### config.mk
export PLATFORM = sky130hd
export DESIGN_NAME = fifo_free_list_slot_pool_top
export DESIGN_NICKNAME = d
export VERILOG_FILES = /design/src/hw/rtl/ffsp_pkg.sv /design/src/hw/rtl/ffsp_table.sv /design/src/hw/rtl/fifo_free_list_slot_pool_top.sv
export SDC_FILE = /design/constraint.sdc
export NUM_CORES = 2
export LEC_CHECK = 0
export BUFFER_PORTS_ARGS = -buffer_cell sky130_fd_sc_hd__buf_2
export CAP_MARGIN = 20
export CORE_ASPECT_RATIO = 0.7
export CORE_MARGIN = 3
export CORE_UTILIZATION = 50
export CTS_CLUSTER_SIZE = 28
export DETAILED_ROUTE_END_ITERATION = 10
export GPL_TIMING_DRIVEN = 0
export PLACE_DENSITY_LB_ADDON = 0.05
export SLEW_MARGIN = 20
export SYNTH_ARGS = -nofsm -noshare
export SYNTH_HDL_FRONTEND = slang
export SYNTH_SLANG_ARGS = --single-unit
### constraint.sdc
create_clock -name clk -period 20.2 [get_ports clk]
set_input_delay 1.01 -clock clk [delete_from_list [all_inputs] [get_ports clk]]
set_output_delay 1.01 -clock clk [all_outputs]
set_load 0.01 [all_outputs]
### src/hw/rtl/ffsp_pkg.sv
package ffsp_pkg;

    // Width of a slot index and of the in-use count.
    localparam int SLOT_W  = 8;
    localparam int COUNT_W = 9;

    // Register index of the capacity register (paddr[2]).
    localparam logic CFG_IDX_LIMIT = 1'b0;

    // Reset value of the capacity register.
    localparam logic [COUNT_W-1:0] LIMIT_RESET = 9'd256;

    // Operation codes carried on the input tuser.
    localparam logic ACT_ALLOC = 1'b0;
    localparam logic ACT_FREE  = 1'b1;

    // Error codes reported with each result.
    typedef enum logic [1:0] {
        ERR_NONE      = 2'd0,
        ERR_EXHAUSTED = 2'd1,
        ERR_NOT_USED  = 2'd2,
        ERR_RANGE     = 2'd3
    } ffsp_err_t;

    // Control sequencer states.
    typedef enum logic {
        ST_IDLE = 1'b0,
        ST_EXEC = 1'b1
    } ffsp_state_t;

    // Request from the controller to the next-slot table.
    typedef struct packed {
        logic              rd_en;
        logic [SLOT_W-1:0] rd_addr;
        logic              wr_en;
        logic [SLOT_W-1:0] wr_addr;
        logic [SLOT_W-1:0] wr_data;
        logic              clear;
    } ffsp_tbl_req_t;

endpackage

### src/hw/rtl/ffsp_table.sv
module ffsp_table #(
    parameter int DEPTH = 256
) (
    input  logic                   clk,
    input  logic                   rst_n,
    input  ffsp_pkg::ffsp_tbl_req_t req,
    output logic [7:0]             rd_data
);
    import ffsp_pkg::*;

    localparam int AW = (DEPTH > 1) ? $clog2(DEPTH) : 1;

    logic [SLOT_W-1:0] mem [DEPTH];
    logic [DEPTH-1:0]  valid_reg;
    logic [SLOT_W-1:0] rd_data_reg;
    logic              rd_valid_reg;
    logic [SLOT_W-1:0] rd_dflt_reg;

    logic rd_in_range;
    logic wr_in_range;

    assign rd_in_range = (32'(req.rd_addr) < DEPTH);
    assign wr_in_range = (32'(req.wr_addr) < DEPTH);

    // Storage array, written at one address and read at one address a cycle.
    always_ff @(posedge clk)
    begin
        if (req.wr_en && wr_in_range)
        begin
            mem[req.wr_addr[AW-1:0]] <= req.wr_data;
        end
        if (req.rd_en)
        begin
            rd_data_reg <= mem[req.rd_addr[AW-1:0]];
            rd_dflt_reg <= rd_in_range ? (req.rd_addr + 8'd1) : '0;
        end
    end

    // Per-entry valid bits; an entry never written since the last rebuild
    // reads as the chained value, its own index plus one.
    always_ff @(posedge clk or negedge rst_n)
    begin
        if (!rst_n)
        begin
            valid_reg    <= '0;
            rd_valid_reg <= 1'b0;
        end
        else
        begin
            if (req.clear)
            begin
                valid_reg <= '0;
            end
            else if (req.wr_en && wr_in_range)
            begin
                valid_reg[req.wr_addr[AW-1:0]] <= 1'b1;
            end
            if (req.rd_en)
            begin
                rd_valid_reg <= rd_in_range && valid_reg[req.rd_addr[AW-1:0]];
            end
        end
    end

    assign rd_data = rd_valid_reg ? rd_data_reg : rd_dflt_reg;

endmodule

### src/hw/rtl/fifo_free_list_slot_pool_top.sv
// Slot pool allocator with a first-in, first-out free list.
// A result is registered in the output stage by the update state, which waits
// while an earlier result is unaccepted. A new transaction is taken only when
// idle, after the next-slot table read at the list head and the update of the
// one before it. Reset (asynchronous, active low) and every capacity write
// rebuild the list through per-entry valid bits; no clearing pass is needed.
module fifo_free_list_slot_pool_top #(
    parameter int SLOT_COUNT = 256
) (
    input  logic        clk,
    input  logic        rst_n,
    // Input stream.
    input  logic        s_axis_tvalid,
    output logic        s_axis_tready,
    input  logic [7:0]  s_axis_tdata,   // [7:0] slot_to_free
    input  logic        s_axis_tuser,   // [0] action
    // Result stream.
    output logic        m_axis_tvalid,
    input  logic        m_axis_tready,
    output logic [23:0] m_axis_tdata,   // [7:0] granted_slot, [16:8] in_use_count, rest zero
    output logic [2:0]  m_axis_tuser,   // [0] ok, [2:1] error_kind
    // Configuration port.
    input  logic        psel,
    input  logic        penable,
    input  logic        pwrite,
    input  logic [2:0]  paddr,
    input  logic [31:0] pwdata,
    output logic [31:0] prdata,
    output logic        pready
);
    import ffsp_pkg::*;

    localparam int TBL_DEPTH = (SLOT_COUNT > 256) ? 256 : SLOT_COUNT;
    localparam logic [COUNT_W-1:0] CAP_MAX =
        COUNT_W'((SLOT_COUNT > 511) ? 511 : SLOT_COUNT);
    localparam int RST_CAP = (SLOT_COUNT > 256) ? 256 : SLOT_COUNT;
    localparam logic [SLOT_W-1:0] RST_TAIL = SLOT_W'((RST_CAP - 1) % 256);

    ffsp_state_t        state_reg, state_next;
    logic [SLOT_W-1:0]  head_reg, head_next;
    logic [SLOT_W-1:0]  tail_reg, tail_next;
    logic               empty_reg, empty_next;
    logic [COUNT_W-1:0] count_reg, count_next;
    logic [COUNT_W-1:0] limit_reg, limit_next;
    logic               action_reg, action_next;
    logic [SLOT_W-1:0]  slot_reg, slot_next;
    logic               out_valid_reg, out_valid_next;
    logic               out_ok_reg, out_ok_next;
    logic [SLOT_W-1:0]  out_grant_reg, out_grant_next;
    ffsp_err_t          out_err_reg, out_err_next;
    logic [COUNT_W-1:0] out_count_reg, out_count_next;

    ffsp_tbl_req_t      tbl_req;
    logic [SLOT_W-1:0]  tbl_rd_data;

    logic               in_fire;
    logic               cfg_wr;
    logic               exec_done;
    logic [COUNT_W-1:0] cap;
    logic [COUNT_W-1:0] wcap;

    ffsp_table #(
        .DEPTH (TBL_DEPTH)
    ) u_table (
        .clk     (clk),
        .rst_n   (rst_n),
        .req     (tbl_req),
        .rd_data (tbl_rd_data)
    );

    // Handshakes and capacity in effect.
    assign pready        = 1'b1;
    assign s_axis_tready = (state_reg == ST_IDLE);
    assign in_fire       = s_axis_tvalid && s_axis_tready;
    assign cfg_wr        = psel && penable && pwrite && pready && (paddr[2] == CFG_IDX_LIMIT);
    assign cap           = (limit_reg > CAP_MAX) ? CAP_MAX : limit_reg;
    assign wcap          = (pwdata[8:0] > CAP_MAX) ? CAP_MAX : pwdata[8:0];
    assign exec_done     = (state_reg == ST_EXEC) && (!out_valid_reg || m_axis_tready);

    assign prdata = (paddr[2] == CFG_IDX_LIMIT) ? {23'd0, limit_reg} : 32'd0;

    assign m_axis_tvalid = out_valid_reg;
    assign m_axis_tdata  = {7'd0, out_count_reg, out_grant_reg};
    assign m_axis_tuser  = {out_err_reg, out_ok_reg};

    // Sequencer: read the table at the head on accept, update in the exec state once the output register is free.
    always_comb
    begin
        state_next     = state_reg;
        head_next      = head_reg;
        tail_next      = tail_reg;
        empty_next     = empty_reg;
        count_next     = count_reg;
        limit_next     = limit_reg;
        action_next    = action_reg;
        slot_next      = slot_reg;
        out_valid_next = out_valid_reg;
        out_ok_next    = out_ok_reg;
        out_grant_next = out_grant_reg;
        out_err_next   = out_err_reg;
        out_count_next = out_count_reg;

        tbl_req         = '0;
        tbl_req.rd_addr = head_reg;

        if (out_valid_reg && m_axis_tready)
        begin
            out_valid_next = 1'b0;
        end

        case (state_reg)
            ST_IDLE:
            begin
                if (in_fire)
                begin
                    tbl_req.rd_en = 1'b1;
                    action_next   = s_axis_tuser;
                    slot_next     = s_axis_tdata;
                    state_next    = ST_EXEC;
                end
            end
            ST_EXEC:
            begin
                if (exec_done)
                begin
                    out_ok_next    = 1'b0;
                    out_grant_next = '0;
                    out_err_next   = ERR_NONE;
                    if (action_reg == ACT_ALLOC)
                    begin
                        if (empty_reg)
                        begin
                            out_err_next = ERR_EXHAUSTED;
                        end
                        else
                        begin
                            out_grant_next = head_reg;
                            if (head_reg == tail_reg)
                            begin
                                empty_next = 1'b1;
                            end
                            else
                            begin
                                head_next = tbl_rd_data;
                            end
                            if (count_reg != '1)
                            begin
                                count_next = count_reg + 9'd1;
                            end
                            out_ok_next = 1'b1;
                        end
                    end
                    else
                    begin
                        if (count_reg == '0)
                        begin
                            out_err_next = ERR_NOT_USED;
                        end
                        else if ({1'b0, slot_reg} >= cap)
                        begin
                            out_err_next = ERR_RANGE;
                        end
                        else
                        begin
                            if (empty_reg)
                            begin
                                head_next  = slot_reg;
                                empty_next = 1'b0;
                            end
                            else
                            begin
                                tbl_req.wr_en   = 1'b1;
                                tbl_req.wr_addr = tail_reg;
                                tbl_req.wr_data = slot_reg;
                            end
                            tail_next   = slot_reg;
                            count_next  = count_reg - 9'd1;
                            out_ok_next = 1'b1;
                        end
                    end
                    out_count_next = count_next;
                    out_valid_next = 1'b1;
                    state_next     = ST_IDLE;
                end
            end
            default:
            begin
                state_next = ST_IDLE;
            end
        endcase

        // A capacity write rebuilds the list; the user must let it arrive only while idle (not enforced).
        if (cfg_wr)
        begin
            limit_next    = pwdata[8:0];
            head_next     = '0;
            tail_next     = (wcap == '0) ? '0 : SLOT_W'(wcap - 9'd1);
            empty_next    = (wcap == '0);
            count_next    = '0;
            tbl_req.clear = 1'b1;
        end
    end

    // Control and list state.
    always_ff @(posedge clk or negedge rst_n)
    begin
        if (!rst_n)
        begin
            state_reg     <= ST_IDLE;
            head_reg      <= '0;
            tail_reg      <= RST_TAIL;
            empty_reg     <= 1'b0;
            count_reg     <= '0;
            limit_reg     <= LIMIT_RESET;
            out_valid_reg <= 1'b0;
        end
        else
        begin
            state_reg     <= state_next;
            head_reg      <= head_next;
            tail_reg      <= tail_next;
            empty_reg     <= empty_next;
            count_reg     <= count_next;
            limit_reg     <= limit_next;
            out_valid_reg <= out_valid_next;
        end
    end

    // Transaction and result payload.
    always_ff @(posedge clk)
    begin
        action_reg    <= action_next;
        slot_reg      <= slot_next;
        out_ok_reg    <= out_ok_next;
        out_grant_reg <= out_grant_next;
        out_err_reg   <= out_err_next;
        out_count_reg <= out_count_next;
    end

`ifndef NO_ASSERTIONS
    // A failed operation never hands out a slot.
    assert property (@(posedge clk) disable iff (!rst_n)
        (out_valid_reg && !out_ok_reg) |-> (out_grant_reg == '0))
        else $error("failed result carries a granted slot");

    // Success and error code agree.
    assert property (@(posedge clk) disable iff (!rst_n)
        out_valid_reg |-> (out_ok_reg == (out_err_reg == ERR_NONE)))
        else $error("ok flag and error code disagree");

    // An accepted transaction is followed by the update cycle.
    assert property (@(posedge clk) disable iff (!rst_n)
        in_fire |=> (state_reg == ST_EXEC))
        else $error("accepted transaction did not enter the update cycle");

    // A successful allocation below saturation adds one to the in-use count.
    assert property (@(posedge clk) disable iff (!rst_n)
        (exec_done && (action_reg == ACT_ALLOC) && !empty_reg && (count_reg != '1) && !cfg_wr)
        |=> (count_reg == $past(count_reg) + 9'd1))
        else $error("allocation did not advance the in-use count");
`endif

endmodule

* After elaboration in Yosys (flattened, before gate mapping)
Memory sizes are Yosys's and may differ from the RTL's. A register that Yosys moved wholly into a read port is not among the register bits.
Cells that the tools add are included.
** Storage, ports and cells
- Output and inout port bits :: 62
- Memories kept :: 1
- Latch bits :: 0
- RAM bits :: 2048
- Register bits :: 331
- Memory bits (read-only) :: 0
** Memories
- u_table.mem :: words 256, width 8, read ports 1, clocked after memory_dff 1, write ports 1, RTL line ffsp_table.sv:13 : logic [SLOT_W-1:0] mem [DEPTH];
** Operators by class
- $add $sub $neg :: 4
- Magnitude comparators :: 6
- Equal/unequal tests :: 9
- Multipliers :: 0
- Reductions and logical operators :: 22
- Shift operators :: 0
- Bitwise gates (word level) :: 3
- Multiplexer cells :: 66
- Div/mod/pow operators :: 0
** Operators by type and width (count)
- $mux W256 :: 2
- $or A256 B256 Y256 :: 1
- $mux W8 :: 17
- $mux W17 :: 6
- $mux W9 :: 11
- $mux W1 :: 24
- $gt A9 B9 Y1 const B :: 2
- $logic_not A9 Y1 :: 2
- $lt A8 B9 Y1 const B :: 2
- $add A9 B1 Y9 const B :: 1
- $ge A8 B9 Y1 :: 1
- $ne A3 B3 Y1 const B :: 3
- $ne A9 B9 Y1 const B :: 1
- $sub A9 B1 Y9 const B :: 1
- $add A8 B1 Y8 const B :: 1
- $bmux W1 S8 :: 1
- $demux W1 S8 :: 1
- $eq A8 B8 Y1 :: 1
- $ge A8 B1 Y1 const B :: 1
- $reduce_bool A2 Y1 :: 4
- $sub A8 B1 Y8 const B :: 1
- $logic_and A1 B1 Y1 :: 7
- $reduce_and A7 Y1 :: 1
- $mux W2 :: 3
- 11 further kinds :: 15

* Logic depth before layout (Yosys ltp)
- Word-level depth :: 15
- Mapped depth :: 14
- Depth with buffers taken out :: 10

* Hierarchy
From an unflattened synthesis, not the netlist that was laid out.
** Unflattened totals
- Cell total of the unflattened synthesis :: 5085
- Area total of the unflattened synthesis :: 94678.3 µm²
** Modules (own cells, without submodules)
- ffsp_table :: cells an instance 4644, area an instance 90554.3 µm², times used 1
- fifo_free_list_slot_pool_top :: cells an instance 441, area an instance 4124.0 µm², times used 1

* Worst setup path before layout
Ideal clock, no wire load.
- Path type :: reg-to-reg
- Start :: register limit_reg[8]
- End :: memory u_table.mem[0][0], data pin
- Clock period less this slack :: 9.972 ns
- Required time :: 18.811 ns
- Arrival :: 8.583 ns
- Cell stages (with the launch flop) :: 13
- Buffers on the path :: 4
- Library setup time :: 1.389 ns
- Setup slack :: 10.228 ns
- Path through :: dfstp_2 inv_1 clkbuf_1 nand2_1 ha_1 a21o_1 a21o_1 a2111oi_4 o2111ai_2 buf_6 buf_2 buf_2 nor2_1
** RTL lines
- from (decl) :: RTL line fifo_free_list_slot_pool_top.sv:44 : logic [COUNT_W-1:0] limit_reg, limit_next;
- from (signal assigned) :: RTL line fifo_free_list_slot_pool_top.sv:224 : limit_reg <= limit_next;
- to (decl) :: RTL line ffsp_table.sv:13

==> reports/metrics.cfg <==
[clocking]
cts_max_level=4
insertion_delay_ns=0.92
cts.sinks=2387
postCtsHoldBufs=1
root_buffer=clkbuf_16
numCtsBuffers=227
clk_path_buf_depth=4
post-cts-setup-buffer-count=0
cts_tree=built
clkTransAtPathRegs_ns=0.07
post_cts_resize_count=0

[grt]
grt_max_degree=79
grt_pass1_wl_um=542000
grt_antenna_before_repair=57
first_global_vias=53295
overflow=0
grt_use_total=0.434

[detailed_routing]
avgRoutedWirePerCell_um=52.3
wirelength_um=425000
drt_iter0_drc=12471
first_pass_iters=6
viasPerCell=7.42
antenna_left=0
drc_errors=0
vias=60271

[power_and_ir_drop]
p_total_w=0.0158
power_per_cell_area_nw_per_um2=144
leakage_nw=35.9
peakVddDrop_uv=115

[setup_path]
path_common_cell=buf_4
critPathKind=reg2reg
critical_path.top_delay_family=buffers and inverters
crit_path_top_delay_cell=a21oi_1
path_buf_inv=6
crit_path_start_kind=flip-flop
crit_arrival_ns=7.18
cp-end-kind=flip-flop
cp_max_fo=10
max_stage_delay_ns=0.88
rrSetupSlack_ns=13.61
critical_path.cell_chain=buf_4 -> buf_4 -> buf_4 -> buf_4 -> buf_4 -> buf_4 -> mux2i_1 -> a22oi_1 -> o2111ai_1 -> a41oi_1 -> a21oi_1 -> o31ai_1
crit_required_ns=20.79

[place]
placed_area_um2=102000
dp_hpwl_um=294000
dp_cells=7633
io_buffers=56
gp_congestion=1.07
post-place-ws_ns=14.08

[synth]
ys_ff_latch=2387
yosys.area_share.simple=0.0395
synth-edff-count=2093
synthAdderAreaFrac=0.00171
synth_cell_types=70
synth_cells=4917
synthXorXnorAreaFrac=0.00258
synth_warnings=0
ys_seq_area_frac=0.739
ys.flop_type=edfxtp_1
syn_area_per_cell_um2=19.3
synth_compound_area_frac=0.0505
async_reset_ff_frac=0.123
synth_top_family_by_area=multiplexers
netlist_area_um2=95100
muxShareOfSynthArea=0.147

[finish]
instances_no_fill=8120
drive_gt1_frac=0.279
largest_register_ffs=2048
nets=5442
final_cell_area_um2=110000
n_fill_cell=14095
area_delta_synth_final_pct=15.3

[floorplanning]
pin_count=113
die_w_um=527
die_h_um=371
initial_core_util=0.505
coreArea_um2=188000
die_area_um2=195000
num_rows=133

[timing]
fin_crit_ns=6.59
worstMarginPinSlew_ns=1.39
grt_setup_unrepaired=no
finClkSkew_ns=0.0435
fin_crit_sh=0.326
slew_headroom=0.0724
final-setup-viol-count=0
final_max_slew_viol_count=0
fmax_ghz=0.152
layout_setup_ws_ns=13.61
hold_viol_final=0
fin_tns_setup_ns=0

[job]
drv_cap=0

[worst_hold_path]
hold_path.class=in2reg

[status]
run_status=complete, no violations

-- power breakdown --
| part | switching [W] | internal (W) |
|---|---|---|
| combinational | 0.00418 | 0.00156 |
| clock | 0.00193 | 0.00245 |
| sequential | 0.0000614 | 0.00561 |
-- kinds of logic (layout without fill, tap and decap cells) --
kind of cell,after synthesis,after routing
flops,2387,2387
simple gates,746,746
mux,686,686
compound gates,672,672
buf+inv,383,1003
xor+xnor,28,28
fa+ha+maj,13,13
other cells,2,88
-- cells in the mapped netlist (all sizes together) (9+ instances only) --
master,number,area (um^2)
a2111oi,11,115
a211oi,29,223
a21oi,96,480
a221oi,28,245
a22o,10,87.6
a22oi,110,826
a31oi,24,150
and2,12,75.1
and3,11,68.8
buf,212,1290
clkbuf,153,576
dfrtp,285,7130
dfstp,9,236
edfxtp,2093,62900
ha,13,163
inv,17,63.8
mux2i,113,1130
mux4,565,12700
nand2,156,586
nand2b,17,106
nand3,60,300
nor2,346,1720
nor2b,28,175
nor3,37,185
nor4,22,138
o211ai,13,111
o21a,240,1800
o21ai,45,225
o22ai,16,100
o31ai,12,90.1
or3,18,113
or4,23,173
xnor2,22,193
-- layout by cell type, fill, tap and decap left out, types with 24 or more instances in the layout --
| cell | Yosys | final |
|---|---|---|
| a211oi_1 | 28 | 28 |
| a21oi_1 | 96 | 95 |
| a221oi_1 | 28 | 28 |
| a22oi_1 | 110 | 110 |
| a31oi_1 | 24 | 24 |
| buf_12 | 0 | 68 |
| buf_16 | 0 | 56 |
| buf_2 | 92 | 179 |
| buf_4 | 67 | 84 |
| clkbuf_1 | 152 | 120 |
| clkbuf_16 | 0 | 232 |
| clkbuf_2 | 1 | 89 |
| clkbuf_8 | 0 | 26 |
| clkinv_1 | 1 | 36 |
| clkinv_2 | 0 | 39 |
| conb_1 | 2 | 31 |
| dfrtp_1 | 285 | 285 |
| diode_2 | 0 | 57 |
| edfxtp_1 | 2093 | 2093 |
| mux2i_1 | 113 | 113 |
| mux4_2 | 565 | 565 |
| nand2_1 | 156 | 155 |
| nand3_1 | 60 | 60 |
| nor2_1 | 278 | 221 |
| nor2_2 | 17 | 69 |
| nor2_4 | 51 | 56 |
| nor2b_1 | 28 | 27 |
| nor3_1 | 37 | 37 |
| o21a_1 | 240 | 240 |
| o21ai_0 | 44 | 41 |
-- final timing paths --
check                           depth (start not counted)                  start                endpoint
worst max-delay path                                   12            head_reg[0]  u_table.rd_data_reg[0]
worst min-delay path                                    1        s_axis_tdata[3]             slot_reg[3]
worst max register to register                         12            head_reg[0]  u_table.rd_data_reg[0]
worst min register to register                          1  u_table.valid_reg[46]   u_table.valid_reg[46]
max in group asynchronous                               5                  rst_n  u_table.valid_reg[139]
min in group asynchronous                               2                  rst_n            count_reg[3]
-- metrics by stage --
step | hold slack (ns) | utilization
after detailed placement | 0.474 | 0.541
after global placement | 0.467 | 0.523
after global routing | 0.303 | 0.581
after CTS | 0.282 | 0.580
after floorplan | 0.452 | -
final | 0.305 | 0.582
-- per-layer routing --
metal	global-route usage	wire (um)
met1	0.588	156000
met2	0.531	161000
met3	0.263	80100
met4	0.242	27300
met5	0.0200	434
-- area by class of cell --
class	count	area [um^2]	area share
diodes	57	143	0.00130
plain buffers	365	2040	0.0186
clock buffers	316	6380	0.0582
clock inverters	101	987	0.00901
inverters	18	67.6	0.000616
multi-input cells	2176	23300	0.212
flip-flops and latches	2387	70200	0.641
well taps	2497	3120	0.0285
repair buffers	203	3370	0.0308
Power figures use the tool's default switching activity.
